[src/hdl/gar_pkg.sv]
// ----------------------------------------------------------------------------
// gar_pkg - shared types and constants of the advantage recurrence
// Configuration defaults, register indexes, multiplier operand codes and the
// command and status groups between controller and datapath.
// ----------------------------------------------------------------------------
package gar_pkg;

	localparam int unsigned COEF_W     = 32; // widest coefficient (reward scale)
	localparam int unsigned COEF_FRAC  = 16; // fraction bits of every coefficient
	localparam int unsigned GAMMA_W    = 17; // discount and trace decay, Q1.16
	localparam int unsigned CLIP_W     = 31;
	localparam int unsigned CFG_IDX_W  = 3;
	localparam int unsigned CFG_DATA_W = 32;
	localparam int unsigned KIND_W     = 2;
	localparam int unsigned SUM_EXTRA  = 15; // totals are this much wider than data
	localparam int unsigned STEP_W     = 3;  // four products, two halves each

	localparam logic [GAMMA_W-1:0] DISCOUNT_RST    = 17'd64880;
	localparam logic [GAMMA_W-1:0] TRACE_DECAY_RST = 17'd62259;
	localparam logic [COEF_W-1:0]  INV_STD_RST     = 32'd65536;
	localparam logic [CLIP_W-1:0]  CLIP_RST        = 31'd0;

	typedef enum logic [CFG_IDX_W-1:0] {
		CFG_DISCOUNT    = 3'd0,
		CFG_TRACE_DECAY = 3'd1,
		CFG_STANDARDIZE = 3'd2,
		CFG_INV_STD     = 3'd3,
		CFG_CLIP        = 3'd4
	} cfg_idx_t;

	typedef enum logic [KIND_W-1:0] {
		KIND_NONE  = 2'd0,
		KIND_END   = 2'd1,
		KIND_TRUNC = 2'd2
	} kind_t;

	typedef enum logic [1:0] {
		MOP_REWARD = 2'd0,
		MOP_NEXT   = 2'd1,
		MOP_RETURN = 2'd2,
		MOP_ADV    = 2'd3
	} mul_op_t;

	typedef struct packed {
		logic [GAMMA_W-1:0] discount;
		logic [GAMMA_W-1:0] gl;
		logic               standardize;
		logic [COEF_W-1:0]  inv_std;
		logic [CLIP_W-1:0]  clip;
	} cfg_t;

	typedef struct packed {
		logic    load;
		logic    mul_go;
		mul_op_t mul_op;
		logic    mul_hi;
		logic    fin1;
		logic    fin2;
		logic    fin3;
		logic    fin4;
		logic    fin5;
	} cmd_t;

	typedef struct packed {
		logic out_busy;
	} sts_t;

endpackage

[src/hdl/gae_advantage_recurrence.sv]
// One input word is processed at a time; the single shared multiplier forms four
// products per word, each as two half-width partial products, and five finishing
// add/saturate steps follow. A waiting result does not block the next input word
// until the following result is ready.
// Reset (arst_n low): recurrence state and totals clear, registers take defaults.
// ----------------------------------------------------------------------------
// gae_advantage_recurrence - generalized advantage estimation, top level
// Backward recurrence over timesteps producing advantage, return, target value
// and absolute-reward totals in signed fixed point with saturation.
// ----------------------------------------------------------------------------
module gae_advantage_recurrence #(
	parameter int unsigned DATA_WIDTH = 32,
	localparam int unsigned SUM_W = DATA_WIDTH + gar_pkg::SUM_EXTRA,
	localparam int unsigned IN_W  = ((3 * DATA_WIDTH + 7) / 8) * 8,
	localparam int unsigned OUT_W = ((3 * DATA_WIDTH + 2 * SUM_W + 7) / 8) * 8
) (
	input  logic                               clk,
	input  logic                               arst_n,
	input  logic                               cfg_we,
	input  logic [gar_pkg::CFG_IDX_W-1:0]      cfg_index,
	input  logic [gar_pkg::CFG_DATA_W-1:0]     cfg_data,
	input  logic                               s_tvalid,
	output logic                               s_tready,
	input  logic [IN_W-1:0]                    s_tdata,  // reward, value_pred, bootstrap_value
	input  logic [2:0]                         s_tuser,  // terminal_kind, batch_start
	output logic                               m_tvalid,
	input  logic                               m_tready,
	output logic [OUT_W-1:0]                   m_tdata,  // advantage, discounted_return,
	                                                     // target_value, abs_reward_total,
	                                                     // abs_clipped_total
	output logic [0:0]                         m_tuser   // error
);

	gar_pkg::cfg_t cfg;
	gar_pkg::cmd_t cmd;
	gar_pkg::sts_t sts;

	logic signed [DATA_WIDTH-1:0] advantage;
	logic signed [DATA_WIDTH-1:0] discounted_return;
	logic signed [DATA_WIDTH-1:0] target_value;
	logic [SUM_W-1:0]             abs_reward_total;
	logic [SUM_W-1:0]             abs_clipped_total;
	logic                         error;

	gar_cfg u_cfg (
		.clk    (clk),
		.arst_n (arst_n),
		.we     (cfg_we),
		.index  (cfg_index),
		.data   (cfg_data),
		.cfg    (cfg)
	);

	gar_ctrl u_ctrl (
		.clk      (clk),
		.arst_n   (arst_n),
		.s_tvalid (s_tvalid),
		.s_tready (s_tready),
		.cmd      (cmd),
		.sts      (sts)
	);

	gar_dp #(
		.DW(DATA_WIDTH)
	) u_dp (
		.clk               (clk),
		.arst_n            (arst_n),
		.cmd               (cmd),
		.sts               (sts),
		.cfg               (cfg),
		.reward            (s_tdata[DATA_WIDTH-1:0]),
		.terminal_kind     (s_tuser[1:0]),
		.value_pred        (s_tdata[2*DATA_WIDTH-1:DATA_WIDTH]),
		.bootstrap_value   (s_tdata[3*DATA_WIDTH-1:2*DATA_WIDTH]),
		.batch_start       (s_tuser[2]),
		.out_valid         (m_tvalid),
		.out_ready         (m_tready),
		.advantage         (advantage),
		.discounted_return (discounted_return),
		.target_value      (target_value),
		.abs_reward_total  (abs_reward_total),
		.abs_clipped_total (abs_clipped_total),
		.error             (error)
	);

	assign m_tdata = OUT_W'({abs_clipped_total, abs_reward_total, target_value,
		discounted_return, advantage});
	assign m_tuser = error;

endmodule

[src/hdl/gar_cfg.sv]
// ----------------------------------------------------------------------------
// gar_cfg - configuration registers
// Write-only register file and the registered gamma*lambda product.
// ----------------------------------------------------------------------------
module gar_cfg (
	input  logic                                clk,
	input  logic                                arst_n,
	input  logic                                we,
	input  logic [gar_pkg::CFG_IDX_W-1:0]       index,
	input  logic [gar_pkg::CFG_DATA_W-1:0]      data,
	output gar_pkg::cfg_t                       cfg
);

	localparam int unsigned GL_PROD_W = 2 * gar_pkg::GAMMA_W;

	logic [gar_pkg::GAMMA_W-1:0] discount_q;
	logic [gar_pkg::GAMMA_W-1:0] trace_decay_q;
	logic                        standardize_q;
	logic [gar_pkg::COEF_W-1:0]  inv_std_q;
	logic [gar_pkg::CLIP_W-1:0]  clip_q;
	logic [gar_pkg::GAMMA_W-1:0] gl_q;
	logic [GL_PROD_W-1:0]        gl_prod;

	always_ff @(posedge clk or negedge arst_n) begin
		if (!arst_n) begin
			discount_q    <= gar_pkg::DISCOUNT_RST;
			trace_decay_q <= gar_pkg::TRACE_DECAY_RST;
			standardize_q <= 1'b0;
			inv_std_q     <= gar_pkg::INV_STD_RST;
			clip_q        <= gar_pkg::CLIP_RST;
		end else if (we) begin
			unique case (gar_pkg::cfg_idx_t'(index))
				gar_pkg::CFG_DISCOUNT:    discount_q    <= data[gar_pkg::GAMMA_W-1:0];
				gar_pkg::CFG_TRACE_DECAY: trace_decay_q <= data[gar_pkg::GAMMA_W-1:0];
				gar_pkg::CFG_STANDARDIZE: standardize_q <= data[0];
				gar_pkg::CFG_INV_STD:     inv_std_q     <= data[gar_pkg::COEF_W-1:0];
				gar_pkg::CFG_CLIP:        clip_q        <= data[gar_pkg::CLIP_W-1:0];
				default: ;
			endcase
		end
	end

	// gamma*lambda, truncated back to Q1.16 and then registered in gl_q
	assign gl_prod = GL_PROD_W'(discount_q) * GL_PROD_W'(trace_decay_q);

	always_ff @(posedge clk) begin
		gl_q <= gl_prod[gar_pkg::COEF_FRAC+gar_pkg::GAMMA_W-1:gar_pkg::COEF_FRAC];
	end

	assign cfg.discount    = discount_q;
	assign cfg.gl          = gl_q;
	assign cfg.standardize = standardize_q;
	assign cfg.inv_std     = inv_std_q;
	assign cfg.clip        = clip_q;

endmodule

[src/hdl/gar_mul.sv]
// ----------------------------------------------------------------------------
// gar_mul - shared coefficient multiplier
// Sign-magnitude product of a data word and an unsigned Q.16 coefficient,
// built from two half-width partial products, truncated toward zero and
// saturated to the data range.
// ----------------------------------------------------------------------------
module gar_mul #(
	parameter int unsigned DW = 32
) (
	input  logic                        clk,
	input  logic                        arst_n,
	input  logic                        go,
	input  gar_pkg::mul_op_t            op,
	input  logic                        hi,
	input  logic signed [DW-1:0]        a,
	input  logic [gar_pkg::COEF_W-1:0]  b,
	output logic                        done,
	output gar_pkg::mul_op_t            done_op,
	output logic signed [DW-1:0]        res
);

	localparam int unsigned HALF   = (DW + 1) / 2;
	localparam int unsigned PP_W   = HALF + gar_pkg::COEF_W;
	localparam int unsigned FULL_W = DW + gar_pkg::COEF_W;
	localparam int unsigned RES_W  = FULL_W - gar_pkg::COEF_FRAC;

	localparam logic [RES_W-1:0] POS_LIM = {{(RES_W-DW+1){1'b0}}, {(DW-1){1'b1}}};
	localparam logic [RES_W-1:0] NEG_LIM = {{(RES_W-DW){1'b0}}, 1'b1, {(DW-1){1'b0}}};

	logic [DW-1:0]     mag;
	logic [HALF-1:0]   chunk;
	logic [PP_W-1:0]   pp_s1;
	logic [PP_W-1:0]   acc_q;
	logic              v_s1;
	logic              hi_s1;
	logic              neg_s1;
	gar_pkg::mul_op_t  op_s1;
	logic [FULL_W-1:0] full;
	logic [RES_W-1:0]  rmag;

	assign mag   = a[DW-1] ? ~a + 1'b1 : a;
	assign chunk = hi ? HALF'(mag[DW-1:HALF]) : mag[HALF-1:0];

	always_ff @(posedge clk or negedge arst_n) begin
		if (!arst_n) begin
			v_s1 <= 1'b0;
		end else begin
			v_s1 <= go;
		end
	end

	always_ff @(posedge clk) begin
		pp_s1  <= PP_W'(chunk) * PP_W'(b);
		hi_s1  <= hi;
		neg_s1 <= a[DW-1];
		op_s1  <= op;
	end

	// hold the low half until the high half arrives
	always_ff @(posedge clk) begin
		if (v_s1 && !hi_s1) begin
			acc_q <= pp_s1;
		end
	end

	assign full = FULL_W'(acc_q) + (FULL_W'(pp_s1) << HALF);
	assign rmag = full[FULL_W-1:gar_pkg::COEF_FRAC];

	always_comb begin
		if (neg_s1) begin
			if (rmag > NEG_LIM) begin
				res = {1'b1, {(DW-1){1'b0}}};
			end else begin
				res = ~rmag[DW-1:0] + 1'b1;
			end
		end else if (rmag > POS_LIM) begin
			res = {1'b0, {(DW-1){1'b1}}};
		end else begin
			res = rmag[DW-1:0];
		end
	end

	assign done    = v_s1 && hi_s1;
	assign done_op = op_s1;

endmodule

[src/hdl/gar_dp.sv]
// ----------------------------------------------------------------------------
// gar_dp - advantage recurrence datapath
// Input capture, recurrence state, product store, finishing arithmetic and
// the output register.
// ----------------------------------------------------------------------------
module gar_dp #(
	parameter int unsigned DW = 32
) (
	input  logic                                    clk,
	input  logic                                    arst_n,
	input  gar_pkg::cmd_t                           cmd,
	output gar_pkg::sts_t                           sts,
	input  gar_pkg::cfg_t                           cfg,
	input  logic signed [DW-1:0]                    reward,
	input  logic [gar_pkg::KIND_W-1:0]              terminal_kind,
	input  logic signed [DW-1:0]                    value_pred,
	input  logic signed [DW-1:0]                    bootstrap_value,
	input  logic                                    batch_start,
	output logic                                    out_valid,
	input  logic                                    out_ready,
	output logic signed [DW-1:0]                    advantage,
	output logic signed [DW-1:0]                    discounted_return,
	output logic signed [DW-1:0]                    target_value,
	output logic [DW+gar_pkg::SUM_EXTRA-1:0]        abs_reward_total,
	output logic [DW+gar_pkg::SUM_EXTRA-1:0]        abs_clipped_total,
	output logic                                    error
);

	localparam int unsigned SW      = DW + gar_pkg::SUM_EXTRA;
	localparam int unsigned SUM_T_W = SW + 1;
	localparam int unsigned CMP_W   = (DW > gar_pkg::CLIP_W) ? DW : gar_pkg::CLIP_W;

	localparam logic signed [DW-1:0] DMAX = {1'b0, {(DW-1){1'b1}}};
	localparam logic signed [DW-1:0] DMIN = {1'b1, {(DW-1){1'b0}}};

	function automatic logic signed [DW-1:0] sat_add(input logic signed [DW-1:0] x,
			input logic signed [DW-1:0] y);
		logic [DW:0] t;
		t = {x[DW-1], x} + {y[DW-1], y};
		if (t[DW] != t[DW-1]) begin
			return t[DW] ? DMIN : DMAX;
		end
		return t[DW-1:0];
	endfunction

	function automatic logic signed [DW-1:0] sat_sub(input logic signed [DW-1:0] x,
			input logic signed [DW-1:0] y);
		logic [DW:0] t;
		t = {x[DW-1], x} - {y[DW-1], y};
		if (t[DW] != t[DW-1]) begin
			return t[DW] ? DMIN : DMAX;
		end
		return t[DW-1:0];
	endfunction

	function automatic logic [DW-1:0] mag_of(input logic signed [DW-1:0] x);
		return x[DW-1] ? ~x + 1'b1 : x;
	endfunction

	function automatic logic [SW-1:0] sum_add(input logic [SW-1:0] s,
			input logic [DW-1:0] x);
		logic [SW:0] t;
		t = {1'b0, s} + SUM_T_W'(x);
		return t[SW] ? {SW{1'b1}} : t[SW-1:0];
	endfunction

	logic signed [DW-1:0]           reward_q;
	logic signed [DW-1:0]           value_q;
	logic signed [DW-1:0]           boot_q;
	logic [gar_pkg::KIND_W-1:0]     kind_q;
	logic                           start_q;

	logic signed [DW-1:0]           prev_adv_q;
	logic signed [DW-1:0]           prev_ret_q;
	logic signed [DW-1:0]           next_val_q;
	logic [SW-1:0]                  reward_sum_q;
	logic [SW-1:0]                  clipped_sum_q;

	logic signed [DW-1:0]           prod_q [4];
	logic signed [DW-1:0]           clipped_q;
	logic signed [DW-1:0]           ret_q;
	logic signed [DW-1:0]           pred_q;
	logic signed [DW-1:0]           delta_q;
	logic signed [DW-1:0]           adv_q;

	logic                           out_valid_q;
	logic signed [DW-1:0]           adv_out_q;
	logic signed [DW-1:0]           ret_out_q;
	logic signed [DW-1:0]           tgt_out_q;
	logic [SW-1:0]                  rsum_out_q;
	logic [SW-1:0]                  csum_out_q;
	logic                           err_out_q;

	logic                           is_end;
	logic                           is_trunc;
	logic                           is_term;
	logic signed [DW-1:0]           nv;
	logic signed [DW-1:0]           mul_a;
	logic [gar_pkg::COEF_W-1:0]     mul_b;
	logic                           mul_done;
	gar_pkg::mul_op_t               mul_done_op;
	logic signed [DW-1:0]           mul_res;

	logic signed [DW-1:0]           cur;
	logic [CMP_W-1:0]               clip_ext;
	logic [CMP_W-1:0]               dmax_ext;
	logic signed [DW-1:0]           lim;
	logic signed [DW-1:0]           neg_lim;
	logic signed [DW-1:0]           cur_clip;

	assign is_end   = kind_q == gar_pkg::KIND_END;
	assign is_trunc = kind_q == gar_pkg::KIND_TRUNC;
	assign is_term  = is_end || is_trunc;

	always_comb begin
		if (is_trunc) begin
			nv = boot_q;
		end else if (is_end) begin
			nv = '0;
		end else begin
			nv = next_val_q;
		end
	end

	always_comb begin
		unique case (cmd.mul_op)
			gar_pkg::MOP_REWARD: begin
				mul_a = reward_q;
				mul_b = cfg.inv_std;
			end
			gar_pkg::MOP_NEXT: begin
				mul_a = nv;
				mul_b = gar_pkg::COEF_W'(cfg.discount);
			end
			gar_pkg::MOP_RETURN: begin
				mul_a = prev_ret_q;
				mul_b = gar_pkg::COEF_W'(cfg.discount);
			end
			gar_pkg::MOP_ADV: begin
				mul_a = prev_adv_q;
				mul_b = gar_pkg::COEF_W'(cfg.gl);
			end
		endcase
	end

	gar_mul #(
		.DW(DW)
	) u_mul (
		.clk     (clk),
		.arst_n  (arst_n),
		.go      (cmd.mul_go),
		.op      (cmd.mul_op),
		.hi      (cmd.mul_hi),
		.a       (mul_a),
		.b       (mul_b),
		.done    (mul_done),
		.done_op (mul_done_op),
		.res     (mul_res)
	);

	always_ff @(posedge clk) begin
		if (mul_done) begin
			prod_q[mul_done_op] <= mul_res;
		end
	end

	always_ff @(posedge clk) begin
		if (cmd.load) begin
			reward_q <= reward;
			kind_q   <= terminal_kind;
			value_q  <= value_pred;
			boot_q   <= bootstrap_value;
			start_q  <= batch_start;
		end
	end

	// reward scaled and clipped if standardize; limit kept in data range
	assign cur      = cfg.standardize ? prod_q[gar_pkg::MOP_REWARD] : reward_q;
	assign clip_ext = CMP_W'(cfg.clip);
	assign dmax_ext = CMP_W'(DMAX);
	assign lim      = (clip_ext > dmax_ext) ? DMAX : DW'(clip_ext);
	assign neg_lim  = ~lim + 1'b1;

	always_comb begin
		if (!cfg.standardize || cfg.clip == '0) begin
			cur_clip = cur;
		end else if (cur > lim) begin
			cur_clip = lim;
		end else if (cur < neg_lim) begin
			cur_clip = neg_lim;
		end else begin
			cur_clip = cur;
		end
	end

	always_ff @(posedge clk) begin
		if (cmd.fin1) begin
			clipped_q <= cur_clip;
			ret_q     <= is_term ? reward_q : sat_add(reward_q, prod_q[gar_pkg::MOP_RETURN]);
		end
		if (cmd.fin2) begin
			pred_q <= is_end ? clipped_q : sat_add(clipped_q, prod_q[gar_pkg::MOP_NEXT]);
		end
		if (cmd.fin3) begin
			delta_q <= sat_sub(pred_q, value_q);
		end
		if (cmd.fin4) begin
			adv_q <= is_term ? delta_q : sat_add(delta_q, prod_q[gar_pkg::MOP_ADV]);
		end
	end

	always_ff @(posedge clk or negedge arst_n) begin
		if (!arst_n) begin
			prev_adv_q    <= '0;
			prev_ret_q    <= '0;
			next_val_q    <= '0;
			reward_sum_q  <= '0;
			clipped_sum_q <= '0;
		end else begin
			// a batch start clears the recurrence before its own step
			if (cmd.load && batch_start) begin
				prev_adv_q    <= '0;
				prev_ret_q    <= '0;
				next_val_q    <= '0;
				reward_sum_q  <= '0;
				clipped_sum_q <= '0;
			end
			if (cmd.fin1) begin
				reward_sum_q <= sum_add(reward_sum_q, mag_of(cur));
			end
			if (cmd.fin2 && cfg.standardize) begin
				clipped_sum_q <= sum_add(clipped_sum_q, mag_of(clipped_q));
			end
			if (cmd.fin5) begin
				prev_adv_q <= adv_q;
				prev_ret_q <= ret_q;
				next_val_q <= value_q;
			end
		end
	end

	always_ff @(posedge clk or negedge arst_n) begin
		if (!arst_n) begin
			out_valid_q <= 1'b0;
		end else if (cmd.fin5) begin
			out_valid_q <= 1'b1;
		end else if (out_ready) begin
			out_valid_q <= 1'b0;
		end
	end

	always_ff @(posedge clk) begin
		if (cmd.fin5) begin
			adv_out_q  <= adv_q;
			ret_out_q  <= ret_q;
			tgt_out_q  <= sat_add(value_q, adv_q);
			rsum_out_q <= reward_sum_q;
			csum_out_q <= clipped_sum_q;
			err_out_q  <= start_q && !is_term;
		end
	end

	assign sts.out_busy      = out_valid_q && !out_ready;
	assign out_valid         = out_valid_q;
	assign advantage         = adv_out_q;
	assign discounted_return = ret_out_q;
	assign target_value      = tgt_out_q;
	assign abs_reward_total  = rsum_out_q;
	assign abs_clipped_total = csum_out_q;
	assign error             = err_out_q;

endmodule

[src/hdl/gar_ctrl.sv]
// ----------------------------------------------------------------------------
// gar_ctrl - advantage recurrence controller
// Sequences one word: capture, eight partial products and five finishing steps,
// the last of which hands the result over to the output register.
// ----------------------------------------------------------------------------
module gar_ctrl (
	input  logic          clk,
	input  logic          arst_n,
	input  logic          s_tvalid,
	output logic          s_tready,
	output gar_pkg::cmd_t cmd,
	input  gar_pkg::sts_t sts
);

	typedef enum logic [2:0] {
		ST_IDLE,
		ST_MUL,
		ST_F1,
		ST_F2,
		ST_F3,
		ST_F4,
		ST_F5
	} state_t;

	state_t                     state_q;
	logic [gar_pkg::STEP_W-1:0] step_q;

	always_ff @(posedge clk or negedge arst_n) begin
		if (!arst_n) begin
			state_q <= ST_IDLE;
			step_q  <= '0;
		end else begin
			unique case (state_q)
				ST_IDLE: begin
					if (s_tvalid) begin
						state_q <= ST_MUL;
						step_q  <= '0;
					end
				end
				ST_MUL: begin
					step_q <= step_q + 1'b1;
					if (step_q == '1) begin
						state_q <= ST_F1;
					end
				end
				ST_F1: state_q <= ST_F2;
				ST_F2: state_q <= ST_F3;
				ST_F3: state_q <= ST_F4;
				ST_F4: state_q <= ST_F5;
				ST_F5: begin
					// hold while the previous result still waits
					if (!sts.out_busy) begin
						state_q <= ST_IDLE;
					end
				end
				default: state_q <= ST_IDLE;
			endcase
		end
	end

	always_comb begin
		cmd        = '0;
		cmd.load   = (state_q == ST_IDLE) && s_tvalid;
		cmd.mul_go = state_q == ST_MUL;
		cmd.mul_op = gar_pkg::mul_op_t'(step_q[2:1]);
		cmd.mul_hi = step_q[0];
		cmd.fin1   = state_q == ST_F1;
		cmd.fin2   = state_q == ST_F2;
		cmd.fin3   = state_q == ST_F3;
		cmd.fin4   = state_q == ST_F4;
		cmd.fin5   = (state_q == ST_F5) && !sts.out_busy;
	end

	assign s_tready = state_q == ST_IDLE;

endmodule

[config.mk]
export PLATFORM = sky130hd
export DESIGN_NAME = gae_advantage_recurrence
export DESIGN_NICKNAME = d
export VERILOG_FILES = /design/src/hdl/gar_pkg.sv /design/src/hdl/gae_advantage_recurrence.sv /design/src/hdl/gar_cfg.sv /design/src/hdl/gar_mul.sv /design/src/hdl/gar_dp.sv /design/src/hdl/gar_ctrl.sv
export SDC_FILE = /design/constraint.sdc
export NUM_CORES = 2
export LEC_CHECK = 0
export BUFFER_PORTS_ARGS = -buffer_cell sky130_fd_sc_hd__clkbuf_2
export CAP_MARGIN = 0
export CELL_PAD_IN_SITES_DETAIL_PLACEMENT = 0
export CELL_PAD_IN_SITES_GLOBAL_PLACEMENT = 2
export CORE_UTILIZATION = 37
export DETAILED_ROUTE_END_ITERATION = 16
export PLACE_DENSITY_LB_ADDON = 0.1
export SETUP_SLACK_MARGIN = 0.1
export SYNTH_ARGS = -nofsm -noshare
export SYNTH_HDL_FRONTEND = slang
export SYNTH_SLANG_ARGS = --single-unit
[constraint.sdc]
create_clock -name clk -period 9.43 [get_ports clk]
set_clock_uncertainty 0.1 [all_clocks]
set_input_delay 0.943 -clock clk [delete_from_list [all_inputs] [get_ports clk]]
set_output_delay 0.943 -clock clk [all_outputs]
set_load 0.01 [all_outputs]
==> run_summary.xml <==
<?xml version="1.0" encoding="UTF-8"?>
<metrics>
  <group name="global_routing">
    <metric name="grt_first_pass_wirelength" unit="µm">413000</metric>
    <metric name="globalRouteTotalUtil" unit="">0.255</metric>
    <metric name="first_global_vias" unit="">62495</metric>
    <metric name="initial_antenna_violation_count" unit="">23</metric>
    <metric name="grt_start_max_net_pins" unit="">237</metric>
    <metric name="grt_overflow" unit="">0</metric>
  </group>
  <group name="placed_design">
    <metric name="gp_congestion" unit="">0.892</metric>
    <metric name="place.detailed.hpwl" unit="µm">222000</metric>
    <metric name="place.port_buffers" unit="">331</metric>
  </group>
  <group name="routing">
    <metric name="drt.antenna.violating_nets" unit="">0</metric>
    <metric name="route.detailed.vias_per_inst" unit="">5.36</metric>
    <metric name="first_iter_violations" unit="">4717</metric>
    <metric name="routed_wl" unit="µm">282000</metric>
    <metric name="drt_first_pass_iters" unit="">6</metric>
    <metric name="post-route-drc-count" unit="">0</metric>
    <metric name="via_count" unit="">62101</metric>
    <metric name="routedWlPerCell" unit="µm">24.3</metric>
  </group>
  <group name="layout">
    <metric name="n_fill_cell" unit="">20919</metric>
    <metric name="final_cell_mix" unit="">nand2_1 (988), inv_1 (943), fa_1 (645), edfxtp_1 (610), ha_1 (546)</metric>
    <metric name="finish.net_count" unit="">9981</metric>
    <metric name="seqCellArea" unit="mm²">0.0271</metric>
    <metric name="area_growth_syn_to_layout" unit="%">14.7</metric>
    <metric name="final_layout_size_suffix_gt1_frac" unit="">0.134</metric>
    <metric name="most_common_cell_after_layout_fill_and_taps_aside" unit="">nand2_1</metric>
    <metric name="multi_input_gate_area" unit="mm²">0.0482</metric>
  </group>
  <group name="critical_path">
    <metric name="setup_slack_on_the_worst_flop_to_flop_path" unit="ns">0.37</metric>
    <metric name="endpoint_kind" unit="">flop</metric>
    <metric name="cp_max_fo" unit="">14</metric>
    <metric name="worst_ep_required_time" unit="ns">10.04</metric>
    <metric name="cpMaxStageDelayCell" unit="">fa_2</metric>
    <metric name="critPathArrivalTime" unit="ns">9.67</metric>
    <metric name="critical-path-max-stage-delay" unit="ns">0.58</metric>
    <metric name="critPathMostFrequentCell" unit="">buf_4</metric>
    <metric name="critical_path_class" unit="">reg2reg</metric>
    <metric name="critPathLaunchType" unit="">flop</metric>
  </group>
  <group name="yosys">
    <metric name="post_synth_mux_area_share" unit="">0.0173</metric>
    <metric name="synth.cell_area" unit="mm²">0.0796</metric>
    <metric name="synthSimpleGateAreaFrac" unit="">0.136</metric>
    <metric name="synth_largest_type_area_fraction" unit="">0.230</metric>
    <metric name="synth_adder_area_share" unit="">0.257</metric>
    <metric name="synthTopCellsByArea" unit="">edfxtp_1 (23%), fa_1 (16%), ha_1 (8.7%), dfrtp_1 (8.6%), nand2_1 (4.7%)</metric>
    <metric name="synth_enable_flop_cells" unit="">610</metric>
    <metric name="synthArstFlopShare" unit="">0.304</metric>
    <metric name="ys_dominant_reg_cell" unit="">edfxtp_1</metric>
    <metric name="avgSynthCellArea" unit="µm²">9.72</metric>
    <metric name="warnings_synthesis" unit="">0</metric>
    <metric name="synth_compound_area_frac" unit="">0.145</metric>
    <metric name="synthesis.instances" unit="">8193</metric>
    <metric name="yosys.cell_types.count" unit="">106</metric>
    <metric name="synth-seq-area-share" unit="">0.341</metric>
    <metric name="yosysTopAreaCell" unit="">edfxtp_1</metric>
    <metric name="postSynthRegisterBits" unit="">975</metric>
    <metric name="synth-xor-area-share" unit="">0.0419</metric>
    <metric name="synth_top_family_by_area" unit="">adder cells</metric>
  </group>
  <group name="sta">
    <metric name="rsz0062_at_grt" unit="">yes</metric>
    <metric name="final_hold_violation_count" unit="">0</metric>
    <metric name="setup_violations" unit="">0</metric>
    <metric name="maximum_frequency_from_static_timing_analysis" unit="MHz">110</metric>
    <metric name="tightest_slew" unit="ns">1.18</metric>
    <metric name="period_utilization" unit="">0.961</metric>
    <metric name="timing.final.crit_period" unit="ns">9.06</metric>
    <metric name="final-max-slew-violation-count" unit="">0</metric>
    <metric name="relative_slew_slack" unit="">0.212</metric>
    <metric name="setup_total_negative_slack" unit="ns">0</metric>
  </group>
  <group name="clocking">
    <metric name="clk_pin_slew_worst_paths" unit="ns">0.06</metric>
    <metric name="clock_insertion_delay_worst_skew" unit="ns">0.79</metric>
    <metric name="clkSinkCount" unit="">975</metric>
    <metric name="htree_levels" unit="">3</metric>
    <metric name="tritoncts" unit="">yes</metric>
    <metric name="clk_root_buffer_cell" unit="">clkbuf_16</metric>
    <metric name="cts_inserted_buffers" unit="">118</metric>
    <metric name="max-clock-path-buffers" unit="">3</metric>
  </group>
  <group name="floorplan">
    <metric name="num_rows" unit="">169</metric>
    <metric name="die-width" unit="µm">466</metric>
    <metric name="coreArea" unit="mm²">0.213</metric>
    <metric name="top_level_ports" unit="">334</metric>
    <metric name="dieHeight" unit="µm">466</metric>
    <metric name="fp.dieArea" unit="mm²">0.217</metric>
    <metric name="initial_core_util" unit="">0.374</metric>
  </group>
  <group name="min_path">
    <metric name="hold_path.class" unit="">in2reg</metric>
  </group>
  <group name="flow_run">
    <metric name="max_capacitance_violation_count" unit="">0</metric>
  </group>
  <group name="run_status">
    <metric name="run_status" unit="">finished, final reports clean</metric>
  </group>
</metrics>
==> registers in the layout (all words and copies together) (netlist names), 47 cells and up <==
signal / count
u_dp.prod_q: 128
u_dp.u_mul.pp_s1: 48
u_dp.abs_clipped_total: 47
u_dp.abs_reward_total: 47
u_dp.clipped_sum_q: 47
u_dp.reward_sum_q: 47
==> critical path, delay by kind of cell, from the launching register on <==
kind / cells / cell delay [ns]
compound gates: 8 / 1.43
xor+xnor: 1 / 0.12
fa+ha+maj: 9 / 3.72
buf+inv: 12 / 1.51
flops: 1 / 0.39
simple gates: 11 / 1.68
==> per-layer routing <==
metal  up-vias  wire [µm]  global-route usage
met5         -          0                   0
met4         0       8660              0.0726
met3       329      12300              0.0258
met2      1485     140000               0.444
met1     31262     121000               0.335
li1      29025          -                   -
==> per-stage QoR <==
step	cell area [µm²]	std cells	utilization	hold slack (ns)	setup slack, ns
after global placement	86500	11324	0.406	0.343	0.100
after global routing	91300	11566	0.429	0.182	0.0239
after floorplan	79600	8194	-	0.306	0.185
after CTS	90700	11550	0.426	0.163	0.102
after detailed placement	86500	11324	0.406	0.350	0.00908
final	91300	11576	0.429	0.226	0.371
==> synth_stat cells, drive strengths merged, types with 65 or more instances <==
| cell type | number |
|---|---|
| nor2 | 472 |
| nand2b | 69 |
| clkbuf | 316 |
| o21ai | 452 |
| and3 | 65 |
| a21oi | 488 |
| ha | 555 |
| xor2 | 107 |
| o21a | 73 |
| inv | 949 |
| nor3 | 96 |
| nand2 | 991 |
| a22oi | 67 |
| and2 | 219 |
| a21o | 198 |
| nand3 | 128 |
| fa | 647 |
| dfxtp | 69 |
| dfrtp | 275 |
| o22ai | 71 |
| edfxtp | 610 |
| xnor2 | 273 |
| mux2 | 91 |
| a31oi | 88 |
==> cell families after synthesis <==
group | count (synthesis)
compound gates | 1822
xor+xnor | 380
fa+ha+maj | 1258
buf+inv | 1311
flops | 975
mux | 126
other cells | 1
simple gates | 2320
==> final cells by class <==
class / instances / area share
Clock buffer: 143 / 0.0346
Antenna cell: 11 / 0.000301
Multi-Input combinational cell: 5908 / 0.528
Sequential cell: 975 / 0.297
Inverter: 952 / 0.0392
Timing Repair Buffer: 684 / 0.0511
Tap cell: 2821 / 0.0387
Timing Repair inverter: 1 / 0.0000548
Clock inverter: 81 / 0.0106
==> worst paths after layout <==
path	cells after the start	startpoint	to
max	41	u_ctrl.step_q[1]$_DFFE_PN0P_	u_dp.u_mul.pp_s1[38]$_DFF_P_
min	1	s_tdata[43]	u_dp.value_q[11]$_DFFE_PP_
max reg2reg	41	u_ctrl.step_q[1]$_DFFE_PN0P_	u_dp.u_mul.pp_s1[38]$_DFF_P_
min reg2reg	0	u_dp.reward_sum_q[33]$_DFFE_PN0P_	u_dp.abs_reward_total[33]$_DFFE_PP_
max in group asynchronous	3	arst_n	u_cfg.trace_decay_q[10]$_DFFE_PN0P_
min in group asynchronous	2	arst_n	u_dp.clipped_sum_q[41]$_DFFE_PN0P_
==> what timing repair did <==
action                                 CTS  global route
setup endpoints to repair                7            19
hold buffers                             1             0
resized for setup                        3           111
cloned                                   0             3
endpoints found under the hold margin    4             0
pin swaps                                1            42
setup buffers                            1            12
Power is not shown: default switching activity piles up to over one toggle a cycle in this logic, so the estimate is an artifact.
